**src/sem_pkg.sv**
```systemverilog
// Shared types and constants for the Sobel edge magnitude block.
`default_nettype none

package sem_pkg;

   localparam int PIX_W        = 8;
   localparam int MAG_W        = 8;
   localparam int CFG_WIDTH_W  = 11;
   localparam int CFG_HEIGHT_W = 13;
   localparam int CSR_DATA_W   = 13;
   localparam int CSR_INDEX_W  = 1;
   localparam int GRAD_W       = 11;
   localparam int SQ_W         = 21;
   localparam int ROOT_IN_W    = 16;
   localparam int MIN_DIM      = 3;
   localparam int QUEUE_DEPTH  = 2;

   localparam logic [CSR_INDEX_W-1:0] CSR_IMAGE_WIDTH  = 1'd0;
   localparam logic [CSR_INDEX_W-1:0] CSR_IMAGE_HEIGHT = 1'd1;

   localparam logic [CFG_WIDTH_W-1:0]  RESET_IMAGE_WIDTH  = 11'd640;
   localparam logic [CFG_HEIGHT_W-1:0] RESET_IMAGE_HEIGHT = 13'd480;

   localparam logic OP_PIXEL = 1'b0;
   localparam logic OP_DRAIN = 1'b1;

   localparam logic [MAG_W-1:0] MAG_CLAMP = 8'd255;

   // per-word position info worked out by the front end
   typedef struct packed {
      logic emit;
      logic row_top;
      logic row_bottom;
      logic col_left;
      logic col_right;
      logic last;
   } item_flags_type;

   localparam int FLAGS_W = $bits(item_flags_type);

   typedef enum logic [2:0] {
      BK_IDLE,
      BK_LOAD,
      BK_GRAD,
      BK_SQUARE,
      BK_ROOT,
      BK_DONE
   } back_state_type;

endpackage

`default_nettype wire

```
**src/sem_queue.sv**
```systemverilog
// Two-entry queue between the front end and the back end.
`default_nettype none

module sem_queue import sem_pkg::*; #(
   parameter int DATA_W = 8
) (
   input  logic              clock,
   input  logic              reset,
   input  logic              push,
   input  logic [DATA_W-1:0] push_data,
   output logic              full,
   input  logic              pop,
   output logic              valid,
   output logic [DATA_W-1:0] head_data
);

   localparam int PTR_W = $clog2(QUEUE_DEPTH);
   localparam int CNT_W = $clog2(QUEUE_DEPTH + 1);

   logic [DATA_W-1:0] entries_ff [QUEUE_DEPTH];
   logic [PTR_W-1:0]  wr_ptr_ff, wr_ptr_in;
   logic [PTR_W-1:0]  rd_ptr_ff, rd_ptr_in;
   logic [CNT_W-1:0]  count_ff, count_in;

   assign full      = (count_ff == CNT_W'(QUEUE_DEPTH));
   assign valid     = (count_ff != '0);
   assign head_data = entries_ff[rd_ptr_ff];

   always_comb begin
      wr_ptr_in = wr_ptr_ff;
      rd_ptr_in = rd_ptr_ff;
      count_in  = count_ff;
      if (push) begin
         wr_ptr_in = (wr_ptr_ff == PTR_W'(QUEUE_DEPTH - 1)) ? '0 : wr_ptr_ff + 1'b1;
      end
      if (pop) begin
         rd_ptr_in = (rd_ptr_ff == PTR_W'(QUEUE_DEPTH - 1)) ? '0 : rd_ptr_ff + 1'b1;
      end
      if (push && !pop) begin
         count_in = count_ff + 1'b1;
      end else if (pop && !push) begin
         count_in = count_ff - 1'b1;
      end
   end

   always_ff @(posedge clock) begin
      if (reset) begin
         wr_ptr_ff <= '0;
         rd_ptr_ff <= '0;
         count_ff  <= '0;
      end else begin
         wr_ptr_ff <= wr_ptr_in;
         rd_ptr_ff <= rd_ptr_in;
         count_ff  <= count_in;
      end
   end

   always_ff @(posedge clock) begin
      if (push) begin
         entries_ff[wr_ptr_ff] <= push_data;
      end
   end

endmodule

`default_nettype wire

```
**config.mk**
```make
export PLATFORM = sky130hd
export DESIGN_NAME = sem_queue
export DESIGN_NICKNAME = d
export VERILOG_FILES = /design/src/sem_pkg.sv /design/src/sem_queue.sv
export SDC_FILE = /design/constraint.sdc
export NUM_CORES = 1
export LEC_CHECK = 0
export ABC_AREA = 1
export BUFFER_PORTS_ARGS = -buffer_cell sky130_fd_sc_hd__buf_2
export CAP_MARGIN = 20
export CORE_ASPECT_RATIO = 0.8
export CORE_MARGIN = 1
export CORE_UTILIZATION = 49
export DETAILED_ROUTE_END_ITERATION = 12
export PLACE_DENSITY = 0.75
export SLEW_MARGIN = 30
export SYNTH_ARGS = -nofsm -noshare
export SYNTH_HDL_FRONTEND = slang
export SYNTH_SLANG_ARGS = --single-unit
```
**constraint.sdc**
```tcl
create_clock -name clock -period 1.65 [get_ports clock]
set_clock_uncertainty 0.2 [all_clocks]
set_input_delay 0.2475 -clock clock [delete_from_list [all_inputs] [get_ports clock]]
set_output_delay 0.2475 -clock clock [all_outputs]
set_load 0.01 [all_outputs]
```
==> results.tsv <==
metric	value	unit
design area	0.00116	mm^2
Synth Area in XOR/XNOR	1.04	%
Post-Synth Adder-Cell Area	1.49	%
largest family of logic cells by synthesized area	multiplexers	
Setup TNS Final	-65.6	ps
CP required	1200	ps
P_leak	0.516	nW
Setup CP Type	reg -> out	
area share of the largest cell type after synthesis	57.1	%
RSZ-0062 raised after global routing	true	
simple-gate share of the synthesized area	7.59	%
status	finished, violations left	
cell internal pwr	819	uW
Clock Sinks	21	
Startpoint Class	flip-flop	
Final Max Slew Viols	0	
drt wl/cell	11.7	um
gp weighted congestion	0.660	
Rel. slew slack	76.4	%
Clk Latency, worst-skew pair	290	ps
VDD IR max	0.000633	V
Die ar.	0.00189	mm^2
Combinational Power Share	19.8	%
Hold/Removal Path Class	in -> reg	
total grt overflow	0	
CP max stage delay	370	ps
initial drt markers	9	
Clock Power Share	22.1	%
drt pass-1 iters	4	
sequential fraction of design power	58.1	%
Post-Synthesis Cell Area	841	um^2
multiplexer area fraction after synthesis	14.3	%
commonest non-fill, non-tap cell in the layout	edfxtp_1	
number of diodes	0	
Peak Freq	0.600	GHz
family with the most delay on the worst path	flip-flops	
total CTS buffers	3	
initial antenna violation count	0	
Core Footprint	0.00149	mm^2
Initial Utilization	56.6	%
Tcrit/Tclk final	101	%
critical path, cell by cell	buf_6 -> mux2_4 -> buf_6	
failing checks	negative setup slack	
CTS root buf	clkbuf_4	
Slowest-stage cell, CP	dfxtp_2	
Total Power	1.07	mW
max-cap violations	0	
ratio of cells with drive above 1 in the final layout	41.5	%
compound-cell area share of the yosys netlist	1.19	%
via/cell ratio	4.50	
PwrDens	920	mW/mm^2
DP Wirelength	892	um
TritonCTS clock tree	done	
Nets	108	
first-pass GRT wire length	2040	um
antenna-violating nets left	0	
Die Y-Extent	39.1	um
Area after DPL	983	um^2
cells after synthesis	58	
Post CTS Setup Buffer Count	0	
most frequent cells in the layout	16 x edfxtp_1, 13 x buf_2, 10 x buf_6	
worst slew pin tran	354	ps
worst path bufs/invs	2	
# IOs	22	
Yosys top cell by area	edfxtp_1	
Max Root-Sink Buffers	2	
Buffers on Ports	21	
top post-synthesis cells by area	edfxtp_1 57%, mux2_4 14%, dfxtp_1 12%, inv_1 3.6%, nor2_1 2.7%	
Net Sw Frac	23.3	%
Final Hold Fails	0	
synthesized net count	71	
Final min period	1670	ps
#FFs+latches synth	21	
R2R setup slack	430	ps
DRC viols	0	
Final setup viols	6	
Syn-to-layout area delta	37.9	%
CTS H-tree lvls	1	
CP Capture Type	output port	
cell with the most instances on the worst path	buf_6	
routed vias	518	
sequential area share after synthesis	69.0	%
Syn Area/Cell	14.5	um^2
critical path data arrival time	1220	ps
Site Rows	12	
Yosys warning total	0	
via count of the first global-routing pass	499	
chip width	48.3	um
Post-Route WL	1350	um
Worst-path clk slew	120	ps
Net Sw Power	248	uW
CP Max Fanout	5	
final worst slack	-15.4	ps
Synth cell types	16	
gr usage total	15.6	%
largest net degree at the start of global routing	13	
[through the flow]
stage / utilization (%) / std cells / setup WS [ps] / hold slack (ps)
finish: 78.0 / 115 / -15.4 / 25.0
global route: 78.0 / 115 / -79.3 / 43.3
CTS: 76.1 / 115 / -16.1 / 33.2
detailed placement: 66.2 / 102 / 289 / 239
global placement: 66.2 / 102 / 318 / 235
floorplan: - / 58 / 392 / 120
[cells by family after synthesis]
logic type | count (synthesis)
AOI/OAI and AO/OA | 2
xor gates and xnor gates | 1
adders and majority gates | 1
buffers and inverters | 10
DFF | 21
muxes | 8
and+or+nand+nor | 15
[cells in the mapped netlist]
cell and instances:
inv_1 8, nand3_1 1, buf_6 1, nand4_1 1
dfxtp_1 5, ha_1 1, xnor2_1 1, mux2_4 8
inv_2 1, a21oi_1 1, edfxtp_1 16, nand2_1 5
nor2_1 6, nor3_1 1, o21ai_0 1, nand2_2 1
[layout make-up]
cell class                 instances  area, um^2
sequential                        21         582
fill                             102         327
timing repair buffer              33         275
multi-input combinational         27         215
inverter                           9        33.8
tap                               21        26.3
clock buffer                       3        22.5
clock inverter                     1        5.00
[final timing paths]
kind | start | end | cells after the start
hold reg to reg | wr_ptr_ff | wr_ptr_ff | 2
setup reg to reg | wr_ptr_ff | entries_ff[1][6] | 2
setup / recovery | flip-flop | head_data[0] | 3
hold / removal | pop | rd_ptr_ff | 3
[worst min-delay path, delay by kind of cell]
family / cells / cell delay (ps)
xor+xnor: 1 / 70
buf+inv: 1 / 90
simple gates: 1 / 80
[flip-flops by register name, indices dropped and copies added (netlist names), named ones only]
signal and cells:
entries_ff 16, count_ff 2, wr_ptr_ff 1, rd_ptr_ff 1
[power groups by stage]
stage / sequential, mW / clock [mW] / combinational [mW]
2_1_floorplan: 0.626 / 0 / 0.108
3_3_place_gp: 0.628 / 0 / 0.160
3_5_place_dp: 0.630 / 0 / 0.165
4_1_cts: 0.619 / 0.239 / 0.197
5_1_grt: 0.623 / 0.268 / 0.229
6_report: 0.620 / 0.236 / 0.212
[metal layers]
layer / up-vias / GRT usage, % / routed length (um)
li1: 269 / - / -
met1: 231 / 16.9 / 609
met2: 18 / 30.6 / 690
met3: 0 / 4.71 / 46
met4: 0 / 4.41 / 0
met5: - / 0 / 0
[timing repair]
| action | CTS | global route |
|---|---|---|
| setup endpoints to repair | 8 | 8 |
| gates resized for setup | 6 | 5 |
| endpoints found under the hold margin | 19 | 0 |
| hold buffers | 9 | 0 |
(Power assumes the default switching activity.)
