## src/sem_pkg.sv

```systemverilog
// Shared types and constants for the Sobel edge magnitude block.
`default_nettype none

package sem_pkg;

   localparam int PIX_W        = 8;
   localparam int MAG_W        = 8;
   localparam int CFG_WIDTH_W  = 11;
   localparam int CFG_HEIGHT_W = 13;
   localparam int CSR_DATA_W   = 13;
   localparam int CSR_INDEX_W  = 1;
   localparam int GRAD_W       = 11;
   localparam int SQ_W         = 21;
   localparam int ROOT_IN_W    = 16;
   localparam int MIN_DIM      = 3;
   localparam int QUEUE_DEPTH  = 2;

   localparam logic [CSR_INDEX_W-1:0] CSR_IMAGE_WIDTH  = 1'd0;
   localparam logic [CSR_INDEX_W-1:0] CSR_IMAGE_HEIGHT = 1'd1;

   localparam logic [CFG_WIDTH_W-1:0]  RESET_IMAGE_WIDTH  = 11'd640;
   localparam logic [CFG_HEIGHT_W-1:0] RESET_IMAGE_HEIGHT = 13'd480;

   localparam logic OP_PIXEL = 1'b0;
   localparam logic OP_DRAIN = 1'b1;

   localparam logic [MAG_W-1:0] MAG_CLAMP = 8'd255;

   // per-word position info worked out by the front end
   typedef struct packed {
      logic emit;
      logic row_top;
      logic row_bottom;
      logic col_left;
      logic col_right;
      logic last;
   } item_flags_type;

   localparam int FLAGS_W = $bits(item_flags_type);

   typedef enum logic [2:0] {
      BK_IDLE,
      BK_LOAD,
      BK_GRAD,
      BK_SQUARE,
      BK_ROOT,
      BK_DONE
   } back_state_type;

endpackage

`default_nettype wire

```

## src/sem_req_if.sv

```systemverilog
// Input channel: valid/ready handshake carrying one pixel or drain word.
`default_nettype none

interface sem_req_if import sem_pkg::*; ();
   logic             valid;
   logic             ready;
   logic             operation;
   logic [PIX_W-1:0] pixel_value;

   modport source (output valid, output operation, output pixel_value, input ready);
   modport sink   (input valid, input operation, input pixel_value, output ready);
endinterface

`default_nettype wire

```

## src/sem_front.sv

```systemverilog
// Front end: config registers, raster position tracking and word classification.
`default_nettype none

module sem_front import sem_pkg::*; #(
   parameter int MAX_WIDTH  = 1024,
   parameter int MAX_HEIGHT = 4096,
   localparam int COL_W   = $clog2(MAX_WIDTH),
   localparam int ENTRY_W = COL_W + PIX_W + FLAGS_W
) (
   input  logic                   clock,
   input  logic                   reset,
   sem_req_if.sink                req_chan,
   input  logic                   csr_we,
   input  logic [CSR_INDEX_W-1:0] csr_index,
   input  logic [CSR_DATA_W-1:0]  csr_wdata,
   input  logic                   q_full,
   output logic                   q_push,
   output logic [ENTRY_W-1:0]     q_push_data
);

   localparam int WID_W = $clog2(MAX_WIDTH + 1);
   localparam int HGT_W = $clog2(MAX_HEIGHT + 1);
   localparam int ROW_W = $clog2(MAX_HEIGHT + 2);   // row runs to height+1 while draining

   function automatic logic [WID_W-1:0] clamp_width(input logic [CFG_WIDTH_W-1:0] v);
      logic [WID_W-1:0] r;
      if (32'(v) < 32'(MIN_DIM)) begin
         r = WID_W'(MIN_DIM);
      end else if (32'(v) > 32'(MAX_WIDTH)) begin
         r = WID_W'(MAX_WIDTH);
      end else begin
         r = WID_W'(v);
      end
      return r;
   endfunction

   function automatic logic [HGT_W-1:0] clamp_height(input logic [CFG_HEIGHT_W-1:0] v);
      logic [HGT_W-1:0] r;
      if (32'(v) < 32'(MIN_DIM)) begin
         r = HGT_W'(MIN_DIM);
      end else if (32'(v) > 32'(MAX_HEIGHT)) begin
         r = HGT_W'(MAX_HEIGHT);
      end else begin
         r = HGT_W'(v);
      end
      return r;
   endfunction

   logic [WID_W-1:0] width_ff;
   logic [HGT_W-1:0] height_ff;
   logic [COL_W-1:0] col_ff, col_in;
   logic [ROW_W-1:0] row_ff, row_in;

   logic             accept;
   logic             in_image;
   logic             ignore;
   logic             first_col;
   logic [ROW_W-1:0] h_ext;
   logic [ROW_W-1:0] h_last;
   logic [COL_W-1:0] w_last;
   logic [COL_W-1:0] cx;
   logic [ROW_W-1:0] cy;
   logic             emit_pos;
   logic [PIX_W-1:0] pix;
   item_flags_type   flags;

   assign req_chan.ready = !q_full;
   assign accept         = req_chan.valid && req_chan.ready;

   always_comb begin
      h_ext     = ROW_W'(height_ff);
      h_last    = h_ext - 1'b1;
      w_last    = COL_W'(width_ff - 1'b1);
      first_col = (col_ff == '0);
      in_image  = (row_ff < h_ext);
      ignore    = in_image && (req_chan.operation == OP_DRAIN);
      pix       = in_image ? req_chan.pixel_value : '0;

      // window center trails the input by one row and one column
      if (first_col) begin
         cx       = w_last;
         cy       = row_ff - ROW_W'(2);
         emit_pos = (row_ff >= ROW_W'(2));
      end else begin
         cx       = col_ff - 1'b1;
         cy       = row_ff - 1'b1;
         emit_pos = (row_ff != '0);
      end

      flags.emit       = emit_pos && (cy < h_ext);
      flags.row_top    = (cy != '0);
      flags.row_bottom = (cy != h_last);
      flags.col_left   = (cx != '0);
      flags.col_right  = (cx != w_last);
      flags.last       = flags.emit && (cy == h_last) && (cx == w_last);

      q_push      = accept && !ignore;
      q_push_data = {col_ff, pix, flags};

      col_in = col_ff;
      row_in = row_ff;
      if (csr_we) begin
         col_in = '0;
         row_in = '0;
      end else if (q_push) begin
         if (flags.last) begin
            col_in = '0;
            row_in = '0;
         end else if ((WID_W'(col_ff) + 1'b1) == width_ff) begin
            col_in = '0;
            row_in = row_ff + 1'b1;
         end else begin
            col_in = col_ff + 1'b1;
         end
      end
   end

   always_ff @(posedge clock) begin
      if (reset) begin
         width_ff  <= clamp_width(RESET_IMAGE_WIDTH);
         height_ff <= clamp_height(RESET_IMAGE_HEIGHT);
         col_ff    <= '0;
         row_ff    <= '0;
      end else begin
         col_ff <= col_in;
         row_ff <= row_in;
         if (csr_we) begin
            unique case (csr_index)
               CSR_IMAGE_WIDTH:  width_ff  <= clamp_width(csr_wdata[CFG_WIDTH_W-1:0]);
               CSR_IMAGE_HEIGHT: height_ff <= clamp_height(csr_wdata[CFG_HEIGHT_W-1:0]);
               default: ;
            endcase
         end
      end
   end

endmodule

`default_nettype wire

```

## src/flat_wrapper.sv

```systemverilog
// flat-port wrapper written by rule: the top's interface ports become plain ports
module sem_front_flat import sem_pkg::*;
#(
   parameter int MAX_WIDTH  = 1024,
   parameter int MAX_HEIGHT = 4096,
   localparam int COL_W   = $clog2(MAX_WIDTH),
   localparam int ENTRY_W = COL_W + PIX_W + FLAGS_W
)
  (clock, reset, csr_we, csr_index, csr_wdata, q_full, q_push, q_push_data, req_chan_valid, req_chan_operation, req_chan_pixel_value, req_chan_ready);
  sem_req_if req_chan_i ();
  input  logic clock;
  input  logic reset;
  input  logic csr_we;
  input  logic [CSR_INDEX_W-1:0] csr_index;
  input  logic [CSR_DATA_W-1:0] csr_wdata;
  input  logic q_full;
  output logic q_push;
  output logic [ENTRY_W-1:0] q_push_data;
  input wire logic [$bits(req_chan_i.valid)-1:0] req_chan_valid;
  input wire logic [$bits(req_chan_i.operation)-1:0] req_chan_operation;
  input wire logic [$bits(req_chan_i.pixel_value)-1:0] req_chan_pixel_value;
  output wire logic [$bits(req_chan_i.ready)-1:0] req_chan_ready;
  assign req_chan_i.valid = req_chan_valid;
  assign req_chan_i.operation = req_chan_operation;
  assign req_chan_i.pixel_value = req_chan_pixel_value;
  assign req_chan_ready = req_chan_i.ready;
  sem_front #(.MAX_WIDTH(MAX_WIDTH), .MAX_HEIGHT(MAX_HEIGHT)) u_core (.clock(clock), .reset(reset), .req_chan(req_chan_i), .csr_we(csr_we), .csr_index(csr_index), .csr_wdata(csr_wdata), .q_full(q_full), .q_push(q_push), .q_push_data(q_push_data));
endmodule
```

## config.mk

```make
export PLATFORM = sky130hd
export DESIGN_NAME = sem_front_flat
export DESIGN_NICKNAME = d
export VERILOG_FILES = /design/src/sem_pkg.sv /design/src/sem_req_if.sv /design/src/sem_front.sv /design/src/flat_wrapper.sv
export SDC_FILE = /design/constraint.sdc
export NUM_CORES = 1
export LEC_CHECK = 0
export ABC_AREA = 1
export BUFFER_PORTS_ARGS = -buffer_cell sky130_fd_sc_hd__buf_4
export CELL_PAD_IN_SITES_DETAIL_PLACEMENT = 0
export CELL_PAD_IN_SITES_GLOBAL_PLACEMENT = 1
export CORE_MARGIN = 2
export CORE_UTILIZATION = 45
export DETAILED_ROUTE_END_ITERATION = 16
export PLACE_DENSITY_LB_ADDON = 0.2
export RECOVER_POWER = 100
export SYNTH_ARGS = -nofsm -noshare
export SYNTH_HDL_FRONTEND = slang
export SYNTH_SLANG_ARGS = --single-unit
```

## constraint.sdc

```tcl
create_clock -name clock -period 7.8 [get_ports clock]
set_clock_uncertainty 0.2 [all_clocks]
set_input_delay 0.78 -clock clock [delete_from_list [all_inputs] [get_ports clock]]
set_output_delay 0.78 -clock clock [all_outputs]
set_load 0.02 [all_outputs]
```

==> results.toml, run 1 <==
[status]
status = "finished clean"

[cells_and_area]
fin_nets = 1045
final_area_sq_um = 5890
fillerInstances = 1349
antenna_cells = 0
synthToLayoutAreaGrowth_pct = 8.64
drive_above_1_share_pct = 7.01
layout_commonest_cell = "nand2_1"
layout_common_cells = "290 x nand2_1, 129 x inv_1, 119 x nor2_1, 83 x nand3_1, 50 x a21oi_1"

[grt]
antenna_found_initial = 0
grt_pass1_vias = 5180
grt_max_degree = 37
overflow = 0
track_usage_pct = 26.1
grt_first_pass_wirelength_mm = 26.7

[drt]
dr_total_vias = 5829
drc_errors = 0
drt_iter0_drc = 511
drt-vias-per-instance = 5.15
wl_per_cell_microns = 14.5
first_pass_iters = 5
ant_nets = 0
routed_wl_mm = 16.4

[power]
powerDensity_nw_per_um2 = 118
p_leak_nw = 3.00
ir_worst_vdd_mv = 0.132

[cts]
cts_buffers = 5
cts_tree = "yes"
clk_pin_slew_ns = 0.07
clockBufferDepth = 2
cts-root-buf = "clkbuf_16"
cts_setup_buffers = 0
hold_buffers = 0
cts_htree_levels = 2
clkSinkCount = 47
clock_latency_ns = 0.31
post_cts_resized = 0

[sta]
slew_viol_final = 0
rsz0062_at_grt = "no"
slew_headroom_pct = 45.9
finalSetupViolations = 0
hold_viol_final = 0
setup_tns_ns = 0
fin_crit_ns = 5.63
tightestPinTransition_ns = 0.810
max_clock_freq_mhz = 178
period_share_pct = 72.2

[worst_setup_path]
crit_path_end_kind = "output pin"
slowest_stage = "inv_1"
rr_startpoint = "u_core.col_ff[0]"
crit_type = "flop to output pin"
crit_arrival_ns = 4.65
critPathLaunchType = "flop"
cp_max_fo = 36
startpoint = "u_core.col_ff[0]"
required_ns = 6.82
path_cells = "inv_1 > ha_1 > nand2_4 > nor2_1 > nand3_4 > inv_1 > nand2_1 > nand2_1 > inv_1 > ha_1 > a21oi_1 > o21ai_0 > nor2_1 > nand2_1 > nor2_1 > nand3_1 > nor3_1 > nand2_1 > inv_1 > clkbuf_1"
cp_slowest_stage_delay_ns = 0.54

[place]
portBuffers = 53
hpwl_mm = 13.3
gp_congestion = 0.928
placed_cell_area_sq_um = 5830

[die]
dieArea_sq_um = 12900
dieHeight_microns = 114
core_area_sq_um = 11900
die_x_microns = 114
pin_count = 54
row_count = 40
start_util_pct = 45.7

[logic_synthesis]
yosysWarnings = 0
synth-seq-cells = 47
synth_ff_type = "dfxtp_1"
synth_cells = 946
syn_area_sq_um = 5420
syn_area_per_cell_sq_um = 5.73
synth_edf_count = 0
synthesis.nets = 1008
ys_seq_area_share_pct = 17.4
ys_async_sr_fraction_pct = 0
yosysUniqueCellTypes = 44

[run]
maxCapViolCount = 0

[hold_path]
hold_path.startpoint = "u_core.h_ext[1]"
hold_path_class = "flop to flop"
[power by group]
| part | total, mW | internal (mW) | leakage (nW) | switching (mW) |
|---|---|---|---|---|
| Combinational | 0.157 | 0.0541 | 2.53 | 0.103 |
| Sequential | 0.253 | 0.246 | 0.382 | 0.00694 |
| Clock | 0.285 | 0.184 | 0.0911 | 0.101 |
[flip-flops by register name, summed over array words and instances (netlist names)]
register / flops
u_core.width_ff: 11
u_core.col_ff: 10
u_core.h_ext: 13
u_core.row_ff: 13
[path summary, 6_finish.rpt]
kind | endpoint | slack [ns] | cells past startpoint
setup / recovery | q_push_data[0] | 2.17 | 20
hold / removal | u_core.h_ext[1] | 0.29 | 2
setup reg to reg | u_core.col_ff[6] | 2.53 | 22
hold reg to reg | u_core.h_ext[1] | 0.29 | 2
[critical path, delay by kind of cell (launching register included)]
family                   cells  cell delay [ns]
AO/OA/AOI/OAI                2             0.26
adder cells (fa/ha/maj)      2             0.55
buffers and inverters        5             1.06
flip-flops                   1             0.38
AND/OR/NAND/NOR             11             2.05
[logic make-up (layout without fill, tap and decap cells)]
group                    after synthesis  count (layout)  share of synthesized area [%]
AND/OR/NAND/NOR                      571             571                           46.4
buffers and inverters                162             200                           12.9
XOR/XNOR                              36              36                           5.82
adder cells (fa/ha/maj)               34              34                           7.85
AO/OA/AOI/OAI                         96              96                           9.68
flip-flops                            47              47                           17.4
[cells in the mapped netlist, drive strengths merged, types with 2 or more instances]
library cell,n,area share (%)
a211oi,4,0.55
a21oi,50,4.6
a31oi,3,0.35
buf,16,2.6
clkbuf,7,0.49
clkinv,2,0.25
dfxtp,47,17
ha,34,7.9
inv,137,9.5
nand2,297,21
nand3,89,9.0
nand3b,3,0.42
nand4,27,3.1
nor2,125,9.6
nor3,21,2.0
nor4,5,0.58
o21ai,32,3.1
o221ai,2,0.32
or2,3,0.35
xnor2,5,0.81
xor2,31,5.0
[area by class of cell]
type	instances	area [sq um]	share of cell area [%]
Multi-Input combinational cell	737	3740	63.5
Clock buffer	6	129	2.19
Inverter	139	531	9.01
Sequential cell	47	941	16.0
Tap cell	147	184	3.12
Clock inverter	2	60.1	1.02
Timing Repair Buffer	53	304	5.17
[metal layers]
metal | GRT usage (%) | share of wire (%) | vias to the layer above
met2 | 39.5 | 43 | 145
met3 | 4.52 | 5.5 | 18
met1 | 38.8 | 51 | 2566
li1 | - | - | 3100
met5 | 0 | 0 | -
met4 | 5.37 | 1.2 | 0
[metrics by stage]
step / hold slack (ns) / cells / setup slack, ns / utilization (%) / total power [mW]
after global placement: 0.270 / 1123 / 3.34 / 49.2 / 0.419
after floorplan: 0.240 / 946 / 3.97 / - / 0.370
after detailed placement: 0.280 / 1123 / 3.26 / 49.2 / 0.419
after CTS: 0.290 / 1131 / 2.81 / 50.8 / 0.703
after global routing: 0.311 / 1131 / 1.75 / 49.6 / 0.730
final: 0.291 / 1131 / 2.17 / 49.6 / 0.696
No activity file was read; power rests on OpenSTA's default activity.
==> run 2, diff against run 1 <==
--- a/config.mk
+++ b/config.mk
@@ -10,7 +10,7 @@
 export CELL_PAD_IN_SITES_DETAIL_PLACEMENT = 0
 export CELL_PAD_IN_SITES_GLOBAL_PLACEMENT = 1
 export CORE_MARGIN = 2
-export CORE_UTILIZATION = 45
+export CORE_UTILIZATION = 38
 export DETAILED_ROUTE_END_ITERATION = 16
 export PLACE_DENSITY_LB_ADDON = 0.2
 export RECOVER_POWER = 100
==> constraint.sdc (replaced) <==
create_clock -name clock -period 5.1 [get_ports clock]
set_clock_uncertainty 0.2 [all_clocks]
set_input_delay 0.51 -clock clock [delete_from_list [all_inputs] [get_ports clock]]
set_output_delay 0.51 -clock clock [all_outputs]
set_load 0.02 [all_outputs]
==> run 2 against run 1 <==
Non-clock buffer count grew 1; sequential share of layout area shrank 0.18 points; combinational power grew 55%; global-route usage shrank 2.9 points; critical path type unchanged; largest cell class unchanged; largest power group unchanged.
==> results.toml, run 2 (same netlist as run 1, synthesis figures left out) <==
[place]
hpwl_mm = 13.9
pre_cts_ws_ns = 0.778
place_inst = 1157
portBuffers = 53
gp_congestion = 0.863

[worst_setup_path]
cp_max_fo = 36
r2r_slack_ns = 0.56
crit_path_end = "q_push_data[0]"
slowest_stage = "dfxtp_1"
r2r_cells = 22
startpoint = "u_core.col_ff[0]"
critPathLaunchType = "flop"
required_ns = 4.39
crit_arrival_ns = 3.95
cp_slowest_stage_delay_ns = 0.39
rr_startpoint = "u_core.col_ff[0]"
critical_path.most_common_cell = "nand2_1"
crit_path_end_kind = "output pin"
path_cells = "inv_1 > ha_1 > nand2_4 > nor2_4 > nand3_4 > clkinv_2 > nand2_1 > nand2_1 > inv_1 > ha_1 > a21oi_1 > o21ai_0 > nor2_1 > nand2_1 > nor2_1 > nand3_1 > nor3_2 > nand2_1 > inv_1 > clkbuf_2"
timing.rr.end = "u_core.col_ff[4]"
crit_type = "flop to output pin"

[die]
row_count = 43
dieArea_sq_um = 15200
start_util_pct = 39.0
pin_count = 54
core_area_sq_um = 13900
die_x_microns = 123
dieHeight_microns = 123

[power]
powerDensity_nw_per_um2 = 179
p_sw_mw = 0.324
pwr-share-comb_pct = 22.8
switching_share_pct = 30.4
p_leak_nw = 3.01
ir_worst_vdd_mv = 0.108
p_clk_share_pct = 40.9
p_seq_share_pct = 36.3
cellInternalPower_mw = 0.741

[cts]
clock_latency_ns = 0.30
cts_htree_levels = 2
clk_pin_slew_ns = 0.07
cts_buffers = 5
cts_tree = "yes"
hold_buffers = 0
cts-root-buf = "clkbuf_16"
clockBufferDepth = 2
clkSinkCount = 47

[grt]
overflow = 0
grt_first_pass_wirelength_mm = 27.3
grt_max_degree = 37
track_usage_pct = 23.2
antenna_found_initial = 0
grt_pass1_vias = 5197

[drt]
top_layer = "met4"
wl_per_cell_microns = 14.5
wl_met1_mm = 8.86
first_pass_iters = 5
drt-vias-per-instance = 4.97
dr_total_vias = 5787
wl_met3_microns = 716
routed_wl_mm = 16.9
ant_nets = 0
wl_met2_mm = 7.05
drc_errors = 0
drt_iter0_drc = 433

[cells_and_area]
fin_nets = 1046
layout.cells.non_filler = 1165
drive_above_1_share_pct = 7.61
antenna_cells = 0
layout_common_cells = "290 x nand2_1, 128 x inv_1, 117 x nor2_1, 83 x nand3_1, 50 x a21oi_1"
final_util_pct = 42.9
synthToLayoutAreaGrowth_pct = 9.86
layout_commonest_cell = "nand2_1"
fillerInstances = 1614

[sta]
tightestPinTransition_ns = 0.593
max_clock_freq_mhz = 215
hold-worst-slack_ns = 0.270
setup_tns_ns = 0
fin_crit_ns = 4.66
slew_viol_final = 0
finalSetupViolations = 0
period_share_pct = 91.3
slew_headroom_pct = 60.4
rsz0062_at_grt = "no"
layout_setup_ws_ns = 0.443
hold_viol_final = 0

[status]
status = "finished clean"

[hold_path]
hold_path_class = "input port to flop"

[run]
maxCapViolCount = 0
## run 2: changes by cell type in the layout (fill, tap and decap cells not counted), sizes merged
cell,delta
buf,+1
clkinv,+1
inv,-1
## run 2: area by class of cell
class	count	area [sq um]	area share, %
timing repair buffer	54	313	5.26
tap	180	225	3.78
multi-input combinational	737	3750	63.0
sequential	47	941	15.8
inverter	139	532	8.93
clock buffer	6	129	2.17
clock inverter	2	60.1	1.01
## run 2: power groups by stage
stage | combinational, mW | clock [mW] | sequential, mW
after floorplan | 0.175 | 0 | 0.392
after global placement | 0.249 | 0 | 0.395
after detailed placement | 0.247 | 0 | 0.395
after CTS | 0.249 | 0.443 | 0.387
after global routing | 0.275 | 0.457 | 0.388
final | 0.243 | 0.435 | 0.387
## run 2: routing by layer
metal	GRT usage (%)	up-vias
li1	-	3098
met1	35.8	2546
met2	33.8	125
met3	2.44	18
met4	6.04	0
met5	0	-
## run 2: worst min-delay path by stage
stage / from / end / slack, ns / cells past startpoint
after detailed placement: u_core.h_ext[3] / u_core.h_ext[3] / 0.28 / 2
final: csr_wdata[6] / u_core.h_ext[6] / 0.27 / 3
after global routing: csr_wdata[6] / u_core.h_ext[6] / 0.28 / 3
after floorplan: u_core.width_ff[10] / u_core.width_ff[10] / 0.24 / 2
after global placement: u_core.h_ext[3] / u_core.h_ext[3] / 0.27 / 2
after CTS: csr_wdata[7] / u_core.width_ff[7] / 0.25 / 3
## run 2: worst max-delay path, delay by kind of cell, from the launching register on
| family | cells | cell delay, ns |
|---|---|---|
| fa+ha+maj | 2 | 0.55 |
| compound gates | 2 | 0.21 |
| flops | 1 | 0.39 |
| buf+inv | 5 | 0.79 |
| simple gates | 11 | 1.70 |
## run 2: repair_timing
item / 4_1_cts / 5_1_grt
buffers inserted: 0 / 0
gates resized for setup: 0 / 1
endpoints found under the setup margin: 0 / 1
## run 2: metrics by stage
step / power (mW) / cell area (sq um)
after floorplan: 0.566 / 5420
after global placement: 0.644 / 5880
after detailed placement: 0.643 / 5880
after CTS: 1.08 / 6070
after global routing: 1.12 / 5950
final: 1.07 / 5950
